<file path="config.mk">
export PLATFORM = sky130hd
export DESIGN_NAME = rbme_reduce
export DESIGN_NICKNAME = d
export VERILOG_FILES = /design/src/rtl/core/rsa_byte_modular_exponentiation_core_assert.svh /design/src/rtl/core/rbme_pkg.sv /design/src/rtl/core/rbme_reduce.sv
export SDC_FILE = /design/constraint.sdc
export NUM_CORES = 1
export LEC_CHECK = 0
export BUFFER_PORTS_ARGS = -buffer_cell sky130_fd_sc_hd__buf_2
export CORE_MARGIN = 2
export CORE_UTILIZATION = 27
export DETAILED_ROUTE_END_ITERATION = 16
export PLACE_DENSITY = 0.5
export SYNTH_ARGS = -nofsm -noshare
export SYNTH_HDL_FRONTEND = slang
export SYNTH_SLANG_ARGS = --single-unit
</file>
<file path="constraint.sdc">
create_clock -name clk -period 3.4 [get_ports clk]
set_input_delay 0.17 -clock clk [delete_from_list [all_inputs] [get_ports clk]]
set_output_delay 0.17 -clock clk [all_outputs]
set_load 0.005 [all_outputs]
</file>
<file path="src/rtl/core/rsa_byte_modular_exponentiation_core_assert.svh">
// assertion macros for the modular exponentiation core
`ifndef RSA_BYTE_MODULAR_EXPONENTIATION_CORE_ASSERT_SVH
`define RSA_BYTE_MODULAR_EXPONENTIATION_CORE_ASSERT_SVH
`ifndef SYNTHESIS
`define RBME_ASSERT(label, clk, rst_n, prop) \
	label: assert property (@(posedge clk) disable iff (!rst_n) prop) \
		else $error("assertion failed");
`define RBME_ASSERT_NEXT(label, clk, rst_n, lhs, rhs) \
	label: assert property (@(posedge clk) disable iff (!rst_n) (lhs) |=> (rhs)) \
		else $error("assertion failed");
`else
`define RBME_ASSERT(label, clk, rst_n, prop)
`define RBME_ASSERT_NEXT(label, clk, rst_n, lhs, rhs)
`endif
`endif

</file>
<file path="src/rtl/core/rbme_pkg.sv">
// shared constants and beat type for the modular exponentiation core
`default_nettype none
package rbme_pkg;
	localparam int MOD_BITS = 16;
	localparam int EXP_BITS = 16;
	localparam int DATA_BITS = 8;
	localparam int CFG_IDX_BITS = 1;
	localparam int CFG_DATA_BITS = 16;
	localparam logic [CFG_IDX_BITS-1:0] REG_MODULUS = 1'b0;
	localparam logic [CFG_IDX_BITS-1:0] REG_EXPONENT = 1'b1;
	localparam logic [MOD_BITS-1:0] MOD_RESET = MOD_BITS'(127);
	localparam logic [EXP_BITS-1:0] EXP_RESET = EXP_BITS'(1);

	typedef struct packed {
		logic valid;
		logic last;
		logic [MOD_BITS-1:0] acc;
		logic [MOD_BITS-1:0] base;
	} beat_t;
endpackage
`default_nettype wire

</file>
<file path="src/rtl/core/rbme_reduce.sv">
// pipelined reduction of the input byte modulo the modulus, one bit per stage
`default_nettype none
module rbme_reduce (
	input  wire logic                         clk,
	input  wire logic                         arst_n,
	input  wire logic                         in_valid,
	input  wire logic                         in_last,
	input  wire logic [rbme_pkg::DATA_BITS-1:0] in_data,
	input  wire logic [rbme_pkg::MOD_BITS-1:0]  m,
	output rbme_pkg::beat_t                   out_beat
);
	import rbme_pkg::*;

	logic                 valid_s [DATA_BITS];
	logic                 last_s  [DATA_BITS];
	logic [DATA_BITS-1:0] data_s  [DATA_BITS];
	logic [MOD_BITS-1:0]  rem_s   [DATA_BITS];

	for (genvar k = 0; k < DATA_BITS; k++) begin : g_stage
		logic                 v_in;
		logic                 l_in;
		logic [DATA_BITS-1:0] d_in;
		logic [MOD_BITS-1:0]  r_in;
		logic [MOD_BITS:0]    r_sh;
		logic [MOD_BITS:0]    r_nx;

		if (k == 0) begin : g_first
			assign v_in = in_valid;
			assign l_in = in_last;
			assign d_in = in_data;
			assign r_in = '0;
		end else begin : g_next
			assign v_in = valid_s[k-1];
			assign l_in = last_s[k-1];
			assign d_in = data_s[k-1];
			assign r_in = rem_s[k-1];
		end

		always_comb begin
			r_sh = {r_in, d_in[DATA_BITS-1]};
			r_nx = (r_sh >= {1'b0, m}) ? (r_sh - {1'b0, m}) : r_sh;
		end

		always_ff @(posedge clk or negedge arst_n) begin
			if (!arst_n) begin
				valid_s[k] <= 1'b0;
			end else begin
				valid_s[k] <= v_in;
			end
		end

		always_ff @(posedge clk) begin
			last_s[k] <= l_in;
			data_s[k] <= {d_in[DATA_BITS-2:0], 1'b0};
			rem_s[k]  <= r_nx[MOD_BITS-1:0];
		end
	end

	always_comb begin
		out_beat.valid = valid_s[DATA_BITS-1];
		out_beat.last  = last_s[DATA_BITS-1];
		out_beat.acc   = MOD_BITS'(1);
		out_beat.base  = rem_s[DATA_BITS-1];
	end
endmodule
`default_nettype wire

</file>
==> out/results.ini <==
[grt]
grt_max_degree=27
grt-busiest-layer=met2
grt_pass1_vias=7883
grt_usage=0.132
antenna_found_initial=0
grt_overflow_total=0
use_met3=0.0264
grt_pass1_wl_mm=40.3
globalRouteMet1Util=0.163
grt_util_met2=0.227

[floorplanning]
die_w_um=199
core_mm2=0.0375
die-area_mm2=0.0395
rows=71
fp.dieH_um=199
num_io_pins=62
initial_core_util=0.273

[routing]
drt_iter0_drc=368
drt_pre_antenna_iters=4
detail-route-antenna-nets=0
wire_per_inst_um=14.9
dr_total_vias=8038
routed_via_density=4.70
drc=0
routed_wl_mm=25.5

[synthesis]
avgSynthCellArea_um2=9.36
synth.area.mux_share=0.0929
yosysSeqAreaShare=0.341
synth-compound-area-share=0.202
post_synth_xor_area_fraction=0.0659
ys.flop_type=dfxtp_1
syn_inst=1093
synth_edf_count=0
yosysWarnings=0
synth-seq-cells=172
ys_types=68
synth-async-reset-ratio=0.0465
yosys.area_share.simple=0.107
synth_top_family_by_area=compound AO/OA/AOI/OAI gates
synth_fa_ha_area_frac=0.153
syn_area_mm2=0.0102

[placement]
dp.cells=1669
dpl.hpwl_mm=20.2
port_buffers=45
routabilityCongestion=0.872

[sta]
relSlewSlack=0.264
setup_violations=0
timing.fmax_mhz=338
hold_viol=0
tns_ns=0
fin_crit_sh=0.869
clock-skew-final_ns=0.00925
slew_viol_final=0
rsz0062_at_grt=false
worstMarginPinSlew_ns=1.10
whs_ns=0.102
fin_crit_ns=2.95

[clocking]
h-tree-depth=4
cts_tree=yes
cts_buffers=17
clk_latency_ns=0.44
clock_path_buffers=2
path_clk_slew_ns=0.07
cts_root_buf=clkbuf_16
cts_sinks=172
post_cts_buffers=0

[min_path]
hp-class=primary input to async pin

[final_layout]
area_delta_synth_final_pct=17.0
fin_nets=1337
finalNonFillerCells=1712
layout_common_cells=dfxtp_1, ha_1, a21oi_1
final_common_cell=dfxtp_1
n_antenna_cell=0
drive_gt1_frac=0.174
final_util=0.319

[critical_path]
cp_data_arrival_time_ns=3.28
worstSetupStartpointType=flop
path_class=flop to flop
worstPathRequired_ns=3.73
critPathMaxFanout=15
cp-end-kind=flop

[power_and_ir_drop]
power_density_mw_per_mm2=395
total_leakage_power_nw=5.35
worst_ir_drop_vdd_uv=313

[status]
status=completed

[job]
maxCapViolations=0

==> cells by family (layout without fill, tap and decap cells) <==
| group | count (synthesis) | count (layout) |
|---|---|---|
| AND/OR/NAND/NOR | 236 | 236 |
| buffers and inverters | 83 | 177 |
| multiplexers | 82 | 82 |
| flip-flops | 172 | 172 |
| other | 2 | 16 |
| XOR/XNOR | 77 | 77 |
| adder cells (fa/ha/maj) | 121 | 121 |
| AO/OA/AOI/OAI | 320 | 320 |
==> worst paths after layout <==
check	from	slack [ns]	to	cells after the start
worst max-delay path	rem_s[0][1]	0.45	rem_s[1][7]	9
worst min-delay path	arst_n	0.10	out_beat[33]	2
worst max register to register	rem_s[0][1]	0.45	rem_s[1][7]	9
worst min register to register	last_s[1][2]	0.33	last_s[1][3]	0
max in group asynchronous	arst_n	3.13	g_stage[5].v_in	2
min in group clk	m[1]	0.11	rem_s[0][5]	3
==> worst max-delay path, cell delays in order (launching register included) <==
cell and delay, ns:
dfxtp_1 0.33, ha_1 0.37, o21a_1 0.13, o31a_1 0.19, o211ai_1 0.13, a31oi_1 0.20, o21ai_0 0.16, a21bo_2 0.25
a22oi_2 0.65, mux2_2 0.42
==> layer usage <==
| layer | up-vias | part of all wire |
|---|---|---|
| met4 | 0 | 0.020 |
| met2 | 144 | 0.49 |
| met3 | 27 | 0.030 |
| li1 | 4143 | - |
| met5 | - | 0 |
| met1 | 3724 | 0.46 |
==> cells in the mapped netlist (12+ instances only) <==
master / instances / area [µm²]
nand2_1: 56 / 210
nand2b_1: 13 / 81.3
clkbuf_1: 12 / 45.0
xor2_1: 35 / 307
ha_1: 114 / 1430
o31a_1: 15 / 131
inv_1: 49 / 184
nand4_1: 13 / 81.3
o21ai_0: 54 / 270
a21oi_1: 108 / 541
mux2_2: 67 / 754
nand3_1: 16 / 80.1
nor2_1: 83 / 312
o21a_1: 23 / 173
dfxtp_1: 164 / 3280
xnor2_1: 42 / 368
a211oi_1: 15 / 113
buf_4: 17 / 128
nor3_1: 19 / 95.1
a21o_1: 25 / 188
==> power by group <==
part	switching [mW]	total, mW	internal, mW
Clock	0.948	1.93	0.978
Combinational	0.390	0.699	0.308
Sequential	0.0289	2.10	2.08
Total	1.37	4.73	3.36
==> final cells by class <==
class / instances / area [µm²]
repair buffers: 96 / 661
well taps: 511 / 639
inverters: 49 / 184
clock inverters: 15 / 149
multi-input cells: 852 / 6420
clock buffers: 17 / 425
flip-flops and latches: 172 / 3480
fillers: 3975 / 25500
==> state kept, by name (all words and copies together), names as in the netlist <==
register / count
rem_s: 128
g_stage.v_in: 7
data_s: 28
out_beat: 1
last_s: 8
==> stage by stage <==
step	worst slack, ns	total power, mW	cell area [µm²]
after floorplan	0.286	2.64	10300
after global placement	0.331	2.84	11300
after detailed placement	0.297	2.84	11300
after CTS	0.454	4.82	12000
after global routing	0.235	4.99	12000
final	0.445	4.73	12000
==> timing repair <==
action	in CTS	in global routing
gates resized for setup	0	0
endpoints found under the hold margin	18	0
hold buffers	11	0
(Power assumes the default switching activity.)
