### src/rtl/core/rsa_byte_modular_exponentiation_core_assert.svh
// assertion macros for the modular exponentiation core
`ifndef RSA_BYTE_MODULAR_EXPONENTIATION_CORE_ASSERT_SVH
`define RSA_BYTE_MODULAR_EXPONENTIATION_CORE_ASSERT_SVH
`ifndef SYNTHESIS
`define RBME_ASSERT(label, clk, rst_n, prop) \
	label: assert property (@(posedge clk) disable iff (!rst_n) prop) \
		else $error("assertion failed");
`define RBME_ASSERT_NEXT(label, clk, rst_n, lhs, rhs) \
	label: assert property (@(posedge clk) disable iff (!rst_n) (lhs) |=> (rhs)) \
		else $error("assertion failed");
`else
`define RBME_ASSERT(label, clk, rst_n, prop)
`define RBME_ASSERT_NEXT(label, clk, rst_n, lhs, rhs)
`endif
`endif

### src/rtl/core/rbme_pkg.sv
// shared constants and beat type for the modular exponentiation core
`default_nettype none
package rbme_pkg;
	localparam int MOD_BITS = 16;
	localparam int EXP_BITS = 16;
	localparam int DATA_BITS = 8;
	localparam int CFG_IDX_BITS = 1;
	localparam int CFG_DATA_BITS = 16;
	localparam logic [CFG_IDX_BITS-1:0] REG_MODULUS = 1'b0;
	localparam logic [CFG_IDX_BITS-1:0] REG_EXPONENT = 1'b1;
	localparam logic [MOD_BITS-1:0] MOD_RESET = MOD_BITS'(127);
	localparam logic [EXP_BITS-1:0] EXP_RESET = EXP_BITS'(1);

	typedef struct packed {
		logic valid;
		logic last;
		logic [MOD_BITS-1:0] acc;
		logic [MOD_BITS-1:0] base;
	} beat_t;
endpackage
`default_nettype wire

### src/rtl/core/rbme_modmul.sv
// bit-serial interleaved modular multiply, one multiplier bit per stage
`default_nettype none
module rbme_modmul (
	input  wire logic                        clk,
	input  wire logic                        arst_n,
	input  wire rbme_pkg::beat_t             in_beat,
	input  wire logic                        square,
	input  wire logic                        en,
	input  wire logic [rbme_pkg::MOD_BITS-1:0] m,
	output rbme_pkg::beat_t                  out_beat
);
	import rbme_pkg::*;

	logic                valid_s [MOD_BITS];
	beat_t               beat_s  [MOD_BITS];
	logic [MOD_BITS-1:0] a_s     [MOD_BITS];
	logic [MOD_BITS-1:0] b_s     [MOD_BITS];
	logic [MOD_BITS-1:0] p_s     [MOD_BITS];

	for (genvar k = 0; k < MOD_BITS; k++) begin : g_stage
		logic                v_in;
		beat_t               bt_in;
		logic [MOD_BITS-1:0] a_in;
		logic [MOD_BITS-1:0] b_in;
		logic [MOD_BITS-1:0] p_in;
		logic [MOD_BITS:0]   p_dbl;
		logic [MOD_BITS:0]   p_red;
		logic [MOD_BITS:0]   p_add;
		logic [MOD_BITS:0]   p_nx;

		if (k == 0) begin : g_first
			assign v_in  = in_beat.valid;
			assign bt_in = in_beat;
			assign a_in  = in_beat.acc;
			assign b_in  = square ? in_beat.acc : in_beat.base;
			assign p_in  = '0;
		end else begin : g_next
			assign v_in  = valid_s[k-1];
			assign bt_in = beat_s[k-1];
			assign a_in  = a_s[k-1];
			assign b_in  = b_s[k-1];
			assign p_in  = p_s[k-1];
		end

		always_comb begin
			p_dbl = {p_in, 1'b0};
			p_red = (p_dbl >= {1'b0, m}) ? (p_dbl - {1'b0, m}) : p_dbl;
			p_add = a_in[MOD_BITS-1] ? (p_red + {1'b0, b_in}) : p_red;
			p_nx  = (p_add >= {1'b0, m}) ? (p_add - {1'b0, m}) : p_add;
		end

		always_ff @(posedge clk or negedge arst_n) begin
			if (!arst_n) begin
				valid_s[k] <= 1'b0;
			end else begin
				valid_s[k] <= v_in;
			end
		end

		always_ff @(posedge clk) begin
			beat_s[k] <= bt_in;
			a_s[k]    <= {a_in[MOD_BITS-2:0], 1'b0};
			b_s[k]    <= b_in;
			p_s[k]    <= p_nx[MOD_BITS-1:0];
		end
	end

	always_comb begin
		out_beat       = beat_s[MOD_BITS-1];
		out_beat.valid = valid_s[MOD_BITS-1];
		out_beat.acc   = en ? p_s[MOD_BITS-1] : beat_s[MOD_BITS-1].acc;
	end
endmodule
`default_nettype wire

### config.mk
export PLATFORM = sky130hd
export DESIGN_NAME = rbme_modmul
export DESIGN_NICKNAME = d
export VERILOG_FILES = /design/src/rtl/core/rsa_byte_modular_exponentiation_core_assert.svh /design/src/rtl/core/rbme_pkg.sv /design/src/rtl/core/rbme_modmul.sv
export SDC_FILE = /design/constraint.sdc
export NUM_CORES = 2
export LEC_CHECK = 0
export ABC_AREA = 1
export BUFFER_PORTS_ARGS = -buffer_cell sky130_fd_sc_hd__buf_2
export CORE_ASPECT_RATIO = 1.75
export CORE_UTILIZATION = 30
export CTS_CLUSTER_DIAMETER = 40
export CTS_CLUSTER_SIZE = 25
export DETAILED_ROUTE_END_ITERATION = 16
export GPL_ROUTABILITY_DRIVEN = 0
export GPL_TIMING_DRIVEN = 0
export MAX_ROUTING_LAYER = met4
export PLACE_DENSITY = 0.41
export RECOVER_POWER = 100
export SLEW_MARGIN = 5
export SYNTH_ARGS = -nofsm -noshare
export SYNTH_HDL_FRONTEND = slang
export SYNTH_SLANG_ARGS = --single-unit
export TNS_END_PERCENT = 10
### constraint.sdc
create_clock -name clk -period 11.8 [get_ports clk]
set_input_delay 1.77 -clock clk [delete_from_list [all_inputs] [get_ports clk]]
set_output_delay 1.77 -clock clk [all_outputs]
set_load 0.01 [all_outputs]
==> metrics.txt <==
# TYPE chip_impl_metric gauge
chip_impl_info{name="outcome",value="complete, no violations"} 1
chip_impl_metric{name="final.min_clock_period",unit="ns"} 10.63
chip_impl_metric{name="detailroute.via_count",unit=""} 68811
chip_impl_metric{name="grt_pass1_vias",unit=""} 69556
chip_impl_metric{name="maxSlewViolCount",unit=""} 0
chip_impl_metric{name="drc",unit=""} 0
chip_impl_metric{name="grt_overflow_total",unit=""} 0
chip_impl_info{name="cp_top_family",value="buffers and inverters"} 1
chip_impl_metric{name="regToRegSetupSlack",unit="ns"} 5.14
chip_impl_info{name="worst_r2r_endpoint",value="p_s[1][64]$_DFF_P_"} 1
chip_impl_metric{name="hold_viol_final",unit=""} 0
chip_impl_metric{name="groute.usage.overall",unit="%"} 24.4
chip_impl_metric{name="drt_first_pass_iters",unit=""} 8
chip_impl_metric{name="path_buf_inv",unit=""} 14
chip_impl_metric{name="worst_pin_slew",unit="ns"} 1.20
chip_impl_metric{name="synth_edf_count",unit=""} 0
chip_impl_info{name="worst_setup_path_startpoint",value="m[0]"} 1
chip_impl_info{name="cts_tree",value="done"} 1
chip_impl_info{name="path_common_cell",value="sky130_fd_sc_hd__nand2_1"} 1
chip_impl_metric{name="hold_path_cell_cnt",unit=""} 0
chip_impl_metric{name="cp_data_arrival_time",unit="ns"} 11.31
chip_impl_metric{name="cts_made_buffers",unit=""} 144
chip_impl_metric{name="antenna_violations_before_repair",unit=""} 8
chip_impl_metric{name="clock_path_buffers",unit=""} 4
chip_impl_metric{name="chipHeight",unit="um"} 651
chip_impl_metric{name="worst_hold_margin",unit="ns"} 0.303
chip_impl_metric{name="post_synth_instance_area",unit="sq um"} 72100
chip_impl_metric{name="timing.setup.tns",unit="ns"} 0
chip_impl_info{name="timing.critical_path.to_type",value="flip-flop"} 1
chip_impl_metric{name="row_count",unit=""} 237
chip_impl_metric{name="floorplan.die_area",unit="sq um"} 242000
chip_impl_metric{name="htreeDepth",unit=""} 4
chip_impl_metric{name="syn2layout_area_growth",unit="%"} 13.3
chip_impl_metric{name="fin_area",unit="sq um"} 81700
chip_impl_metric{name="dpl.hpwl",unit="mm"} 237
chip_impl_metric{name="synth_fp_nets",unit=""} 11309
chip_impl_metric{name="grt_start_max_net_pins",unit=""} 39
chip_impl_metric{name="drv_cap",unit=""} 0
chip_impl_metric{name="detail_route.iter0.violations",unit=""} 3336
chip_impl_metric{name="area_of_placed_instances",unit="sq um"} 77000
chip_impl_metric{name="clock_sinks",unit=""} 1040
chip_impl_metric{name="drt.antenna.violating_nets",unit=""} 0
chip_impl_metric{name="number_of_cells_upsized_or_downsized_after_cts",unit=""} 0
chip_impl_metric{name="synthesis.yosys.warnings",unit=""} 0
chip_impl_metric{name="clkSlewWorstSetupHoldPaths",unit="ns"} 0.06
chip_impl_metric{name="wl_per_cell",unit="um"} 21.0
chip_impl_metric{name="synth.avg_cell_area",unit="sq um"} 6.91
chip_impl_metric{name="syn-instance-count",unit=""} 10440
chip_impl_info{name="holdCritPathClass",value="flip-flop to flip-flop"} 1
chip_impl_metric{name="wl_final",unit="mm"} 293
chip_impl_metric{name="core",unit="sq um"} 238000
chip_impl_metric{name="initial_core_util",unit="%"} 30.2
chip_impl_metric{name="worst_clock_skew",unit="ns"} 0.0579
chip_impl_info{name="min_to",value="beat_s[10][29]$_DFF_P_"} 1
chip_impl_metric{name="finalSetupViolations",unit=""} 0
chip_impl_metric{name="clk_latency",unit="ns"} 0.84
chip_impl_metric{name="part_of_the_yosys_area_used_for_sequential_elements",unit="%"} 29.0
chip_impl_metric{name="layout-drive-gt1-share",unit="%"} 5.34
chip_impl_metric{name="first_pass_grt_wire_length",unit="mm"} 425
chip_impl_info{name="startpoint_type",value="input pin"} 1
chip_impl_metric{name="design.portCount",unit=""} 88
chip_impl_metric{name="post_cts.repair.setup_buffers",unit=""} 0
chip_impl_info{name="cpMaxStageDelayCell",value="sky130_fd_sc_hd__clkbuf_1"} 1
chip_impl_info{name="rr_startpoint",value="p_s[1][55]$_DFF_P_"} 1
chip_impl_metric{name="place_inst",unit=""} 13652
chip_impl_metric{name="crit_required",unit="ns"} 12.48
chip_impl_metric{name="r2r_cells",unit=""} 31
chip_impl_metric{name="synth_cell_type_count",unit=""} 65
chip_impl_info{name="ys.flop_type",value="sky130_fd_sc_hd__dfxtp_1"} 1
chip_impl_metric{name="relative_slew_slack",unit="%"} 19.9
chip_impl_metric{name="layout.cells.non_filler",unit=""} 13923
chip_impl_info{name="rsz0062_at_grt",value="no"} 1
chip_impl_metric{name="die_width",unit="um"} 373
chip_impl_metric{name="cts_hold_buffers",unit=""} 0
chip_impl_info{name="root_buffer",value="sky130_fd_sc_hd__clkbuf_16"} 1
chip_impl_metric{name="io_buffers",unit=""} 85
chip_impl_metric{name="detail_route.vias_per_cell",unit=""} 4.94
chip_impl_metric{name="cpPeakStageDelay",unit="ns"} 0.76
chip_impl_metric{name="yosys_register_bits",unit=""} 1040
chip_impl_info{name="hold_path_startpoint",value="beat_s[9][29]$_DFF_P_"} 1
chip_impl_metric{name="achievable-frequency",unit="MHz"} 94.1
chip_impl_info{name="setup.worst_path.class",value="input pin to flip-flop"} 1
chip_impl_metric{name="postSynth.asyncResetShare",unit="%"} 1.54
chip_impl_metric{name="period_share",unit="%"} 90.1
chip_impl_metric{name="worstPathMaxFanout",unit=""} 22
chip_impl_metric{name="finish.net_count",unit=""} 11560
[area by class of cell]
| type | count | area, sq um |
|---|---|---|
| inverter | 1162 | 4400 |
| buffer | 169 | 903 |
| sequential | 1040 | 20900 |
| antenna | 19 | 47.5 |
| timing repair buffer | 105 | 867 |
| fill | 25957 | 157000 |
| multi-input combinational | 8069 | 45700 |
| clock inverter | 93 | 1140 |
| clock buffer | 159 | 3780 |
| tap | 3107 | 3890 |
[worst reg2reg max path: cells and delay by family, from the launching register on]
family          cells  cell delay (ns)
buf+inv             6             0.97
fa+ha+maj           3             1.18
compound gates      5             1.30
xor+xnor            1             0.22
flops               1             0.39
simple gates       16             2.42
[Yosys cell counts (13+ instances only)]
cell type	n	area, sq um
sky130_fd_sc_hd__a31o_2	15	131
sky130_fd_sc_hd__buf_6	16	180
sky130_fd_sc_hd__xnor2_1	158	1380
sky130_fd_sc_hd__fa_1	47	941
sky130_fd_sc_hd__a21o_1	62	465
sky130_fd_sc_hd__o21a_1	23	173
sky130_fd_sc_hd__and2_1	133	832
sky130_fd_sc_hd__nor3_1	75	375
sky130_fd_sc_hd__dfrtp_1	16	400
sky130_fd_sc_hd__buf_2	57	285
sky130_fd_sc_hd__a31oi_1	21	131
sky130_fd_sc_hd__dfxtp_1	1024	20500
sky130_fd_sc_hd__inv_1	1140	4280
sky130_fd_sc_hd__inv_2	15	56.3
sky130_fd_sc_hd__clkbuf_1	53	199
sky130_fd_sc_hd__nor2_1	507	1900
sky130_fd_sc_hd__buf_4	35	263
sky130_fd_sc_hd__nand3b_1	175	1310
sky130_fd_sc_hd__nand4_1	157	982
sky130_fd_sc_hd__mux2_2	31	349
sky130_fd_sc_hd__o21ai_0	331	1660
sky130_fd_sc_hd__nand2_2	27	169
sky130_fd_sc_hd__o211ai_1	14	105
sky130_fd_sc_hd__o21bai_1	49	368
sky130_fd_sc_hd__ha_1	768	9610
sky130_fd_sc_hd__or2_2	79	494
sky130_fd_sc_hd__xor2_1	240	2100
sky130_fd_sc_hd__nand3_1	1005	5030
sky130_fd_sc_hd__nand2_4	13	146
sky130_fd_sc_hd__a21oi_1	690	3450
sky130_fd_sc_hd__a21boi_0	26	195
sky130_fd_sc_hd__nand2_1	3208	12000
sky130_fd_sc_hd__o21ai_1	108	541
[worst max path at each step]
stage,to,cells past startpoint,slack [ns]
floorplan,p_s[1][117]$_DFF_P_,30,3.77
global placement,p_s[0][8]$_DFF_P_,39,-0.81
detailed placement,p_s[0][125]$_DFF_P_,40,0.76
CTS,p_s[1][124]$_DFF_P_,40,1.65
global route,p_s[1][40]$_DFF_P_,39,0.70
finish,p_s[1][35]$_DFF_P_,40,1.17
[cell usage in the layout (no fill, tap or decap), types with 16 or more instances in the layout]
master	Yosys	layout
sky130_fd_sc_hd__a21boi_0	26	26
sky130_fd_sc_hd__a21o_1	62	62
sky130_fd_sc_hd__a21oi_1	690	697
sky130_fd_sc_hd__a31oi_1	21	22
sky130_fd_sc_hd__and2_1	133	127
sky130_fd_sc_hd__buf_2	57	72
sky130_fd_sc_hd__buf_4	35	28
sky130_fd_sc_hd__clkbuf_1	53	136
sky130_fd_sc_hd__clkbuf_16	0	147
sky130_fd_sc_hd__dfrtp_1	16	16
sky130_fd_sc_hd__dfxtp_1	1024	1024
sky130_fd_sc_hd__diode_2	0	19
sky130_fd_sc_hd__fa_1	47	47
sky130_fd_sc_hd__ha_1	768	768
sky130_fd_sc_hd__inv_1	1140	1126
sky130_fd_sc_hd__inv_6	0	31
sky130_fd_sc_hd__inv_8	0	16
sky130_fd_sc_hd__mux2_1	0	19
sky130_fd_sc_hd__nand2_1	3208	3219
sky130_fd_sc_hd__nand2_2	27	19
sky130_fd_sc_hd__nand3_1	1005	1008
sky130_fd_sc_hd__nand3b_1	175	176
sky130_fd_sc_hd__nand4_1	157	158
sky130_fd_sc_hd__nor2_1	507	512
sky130_fd_sc_hd__nor3_1	75	75
sky130_fd_sc_hd__o21a_1	23	23
sky130_fd_sc_hd__o21ai_0	331	384
sky130_fd_sc_hd__o21ai_1	108	55
sky130_fd_sc_hd__o21bai_1	49	49
sky130_fd_sc_hd__or2_2	79	79
sky130_fd_sc_hd__xnor2_1	158	158
sky130_fd_sc_hd__xor2_1	240	240
[sequential cells by signal, indices dropped and copies added (netlist names)]
name	count
beat_s	528
p_s	256
out_beat	1
b_s	240
g_stage.v_in	15
[metrics by stage]
stage	setup slack [ns]	util, %
finish	1.17	34.3
global route	0.702	34.2
CTS	1.65	34.3
detailed placement	0.764	32.3
global placement	-0.813	32.1
floorplan	3.77	-
[cells by family (layout without fill, tap and decap cells)]
logic type               count (synthesis)  count (layout)  share of synthesized area, %
AO/OA/AOI/OAI                         1386            1386                          10.6
XOR/XNOR                               398             398                          4.83
adder cells (fa/ha/maj)                815             815                          14.6
buffers and inverters                 1331            1688                          7.38
flip-flops                            1040            1040                          29.0
multiplexers                            35              35                         0.540
other                                    0              19                             0
AND/OR/NAND/NOR                       5435            5435                          33.0
[routing by layer]
metal	GRT usage (%)	up-vias	share of wire, %
li1	-	34897	-
met1	21.9	31495	34
met2	46.7	1590	54
met3	2.63	829	3.1
met4	17.4	0	8.3
met5	-	-	0
Power is left out: the tool's default activity adds up to more than one toggle a clock period on the data nets, which glitch-free logic cannot reach.
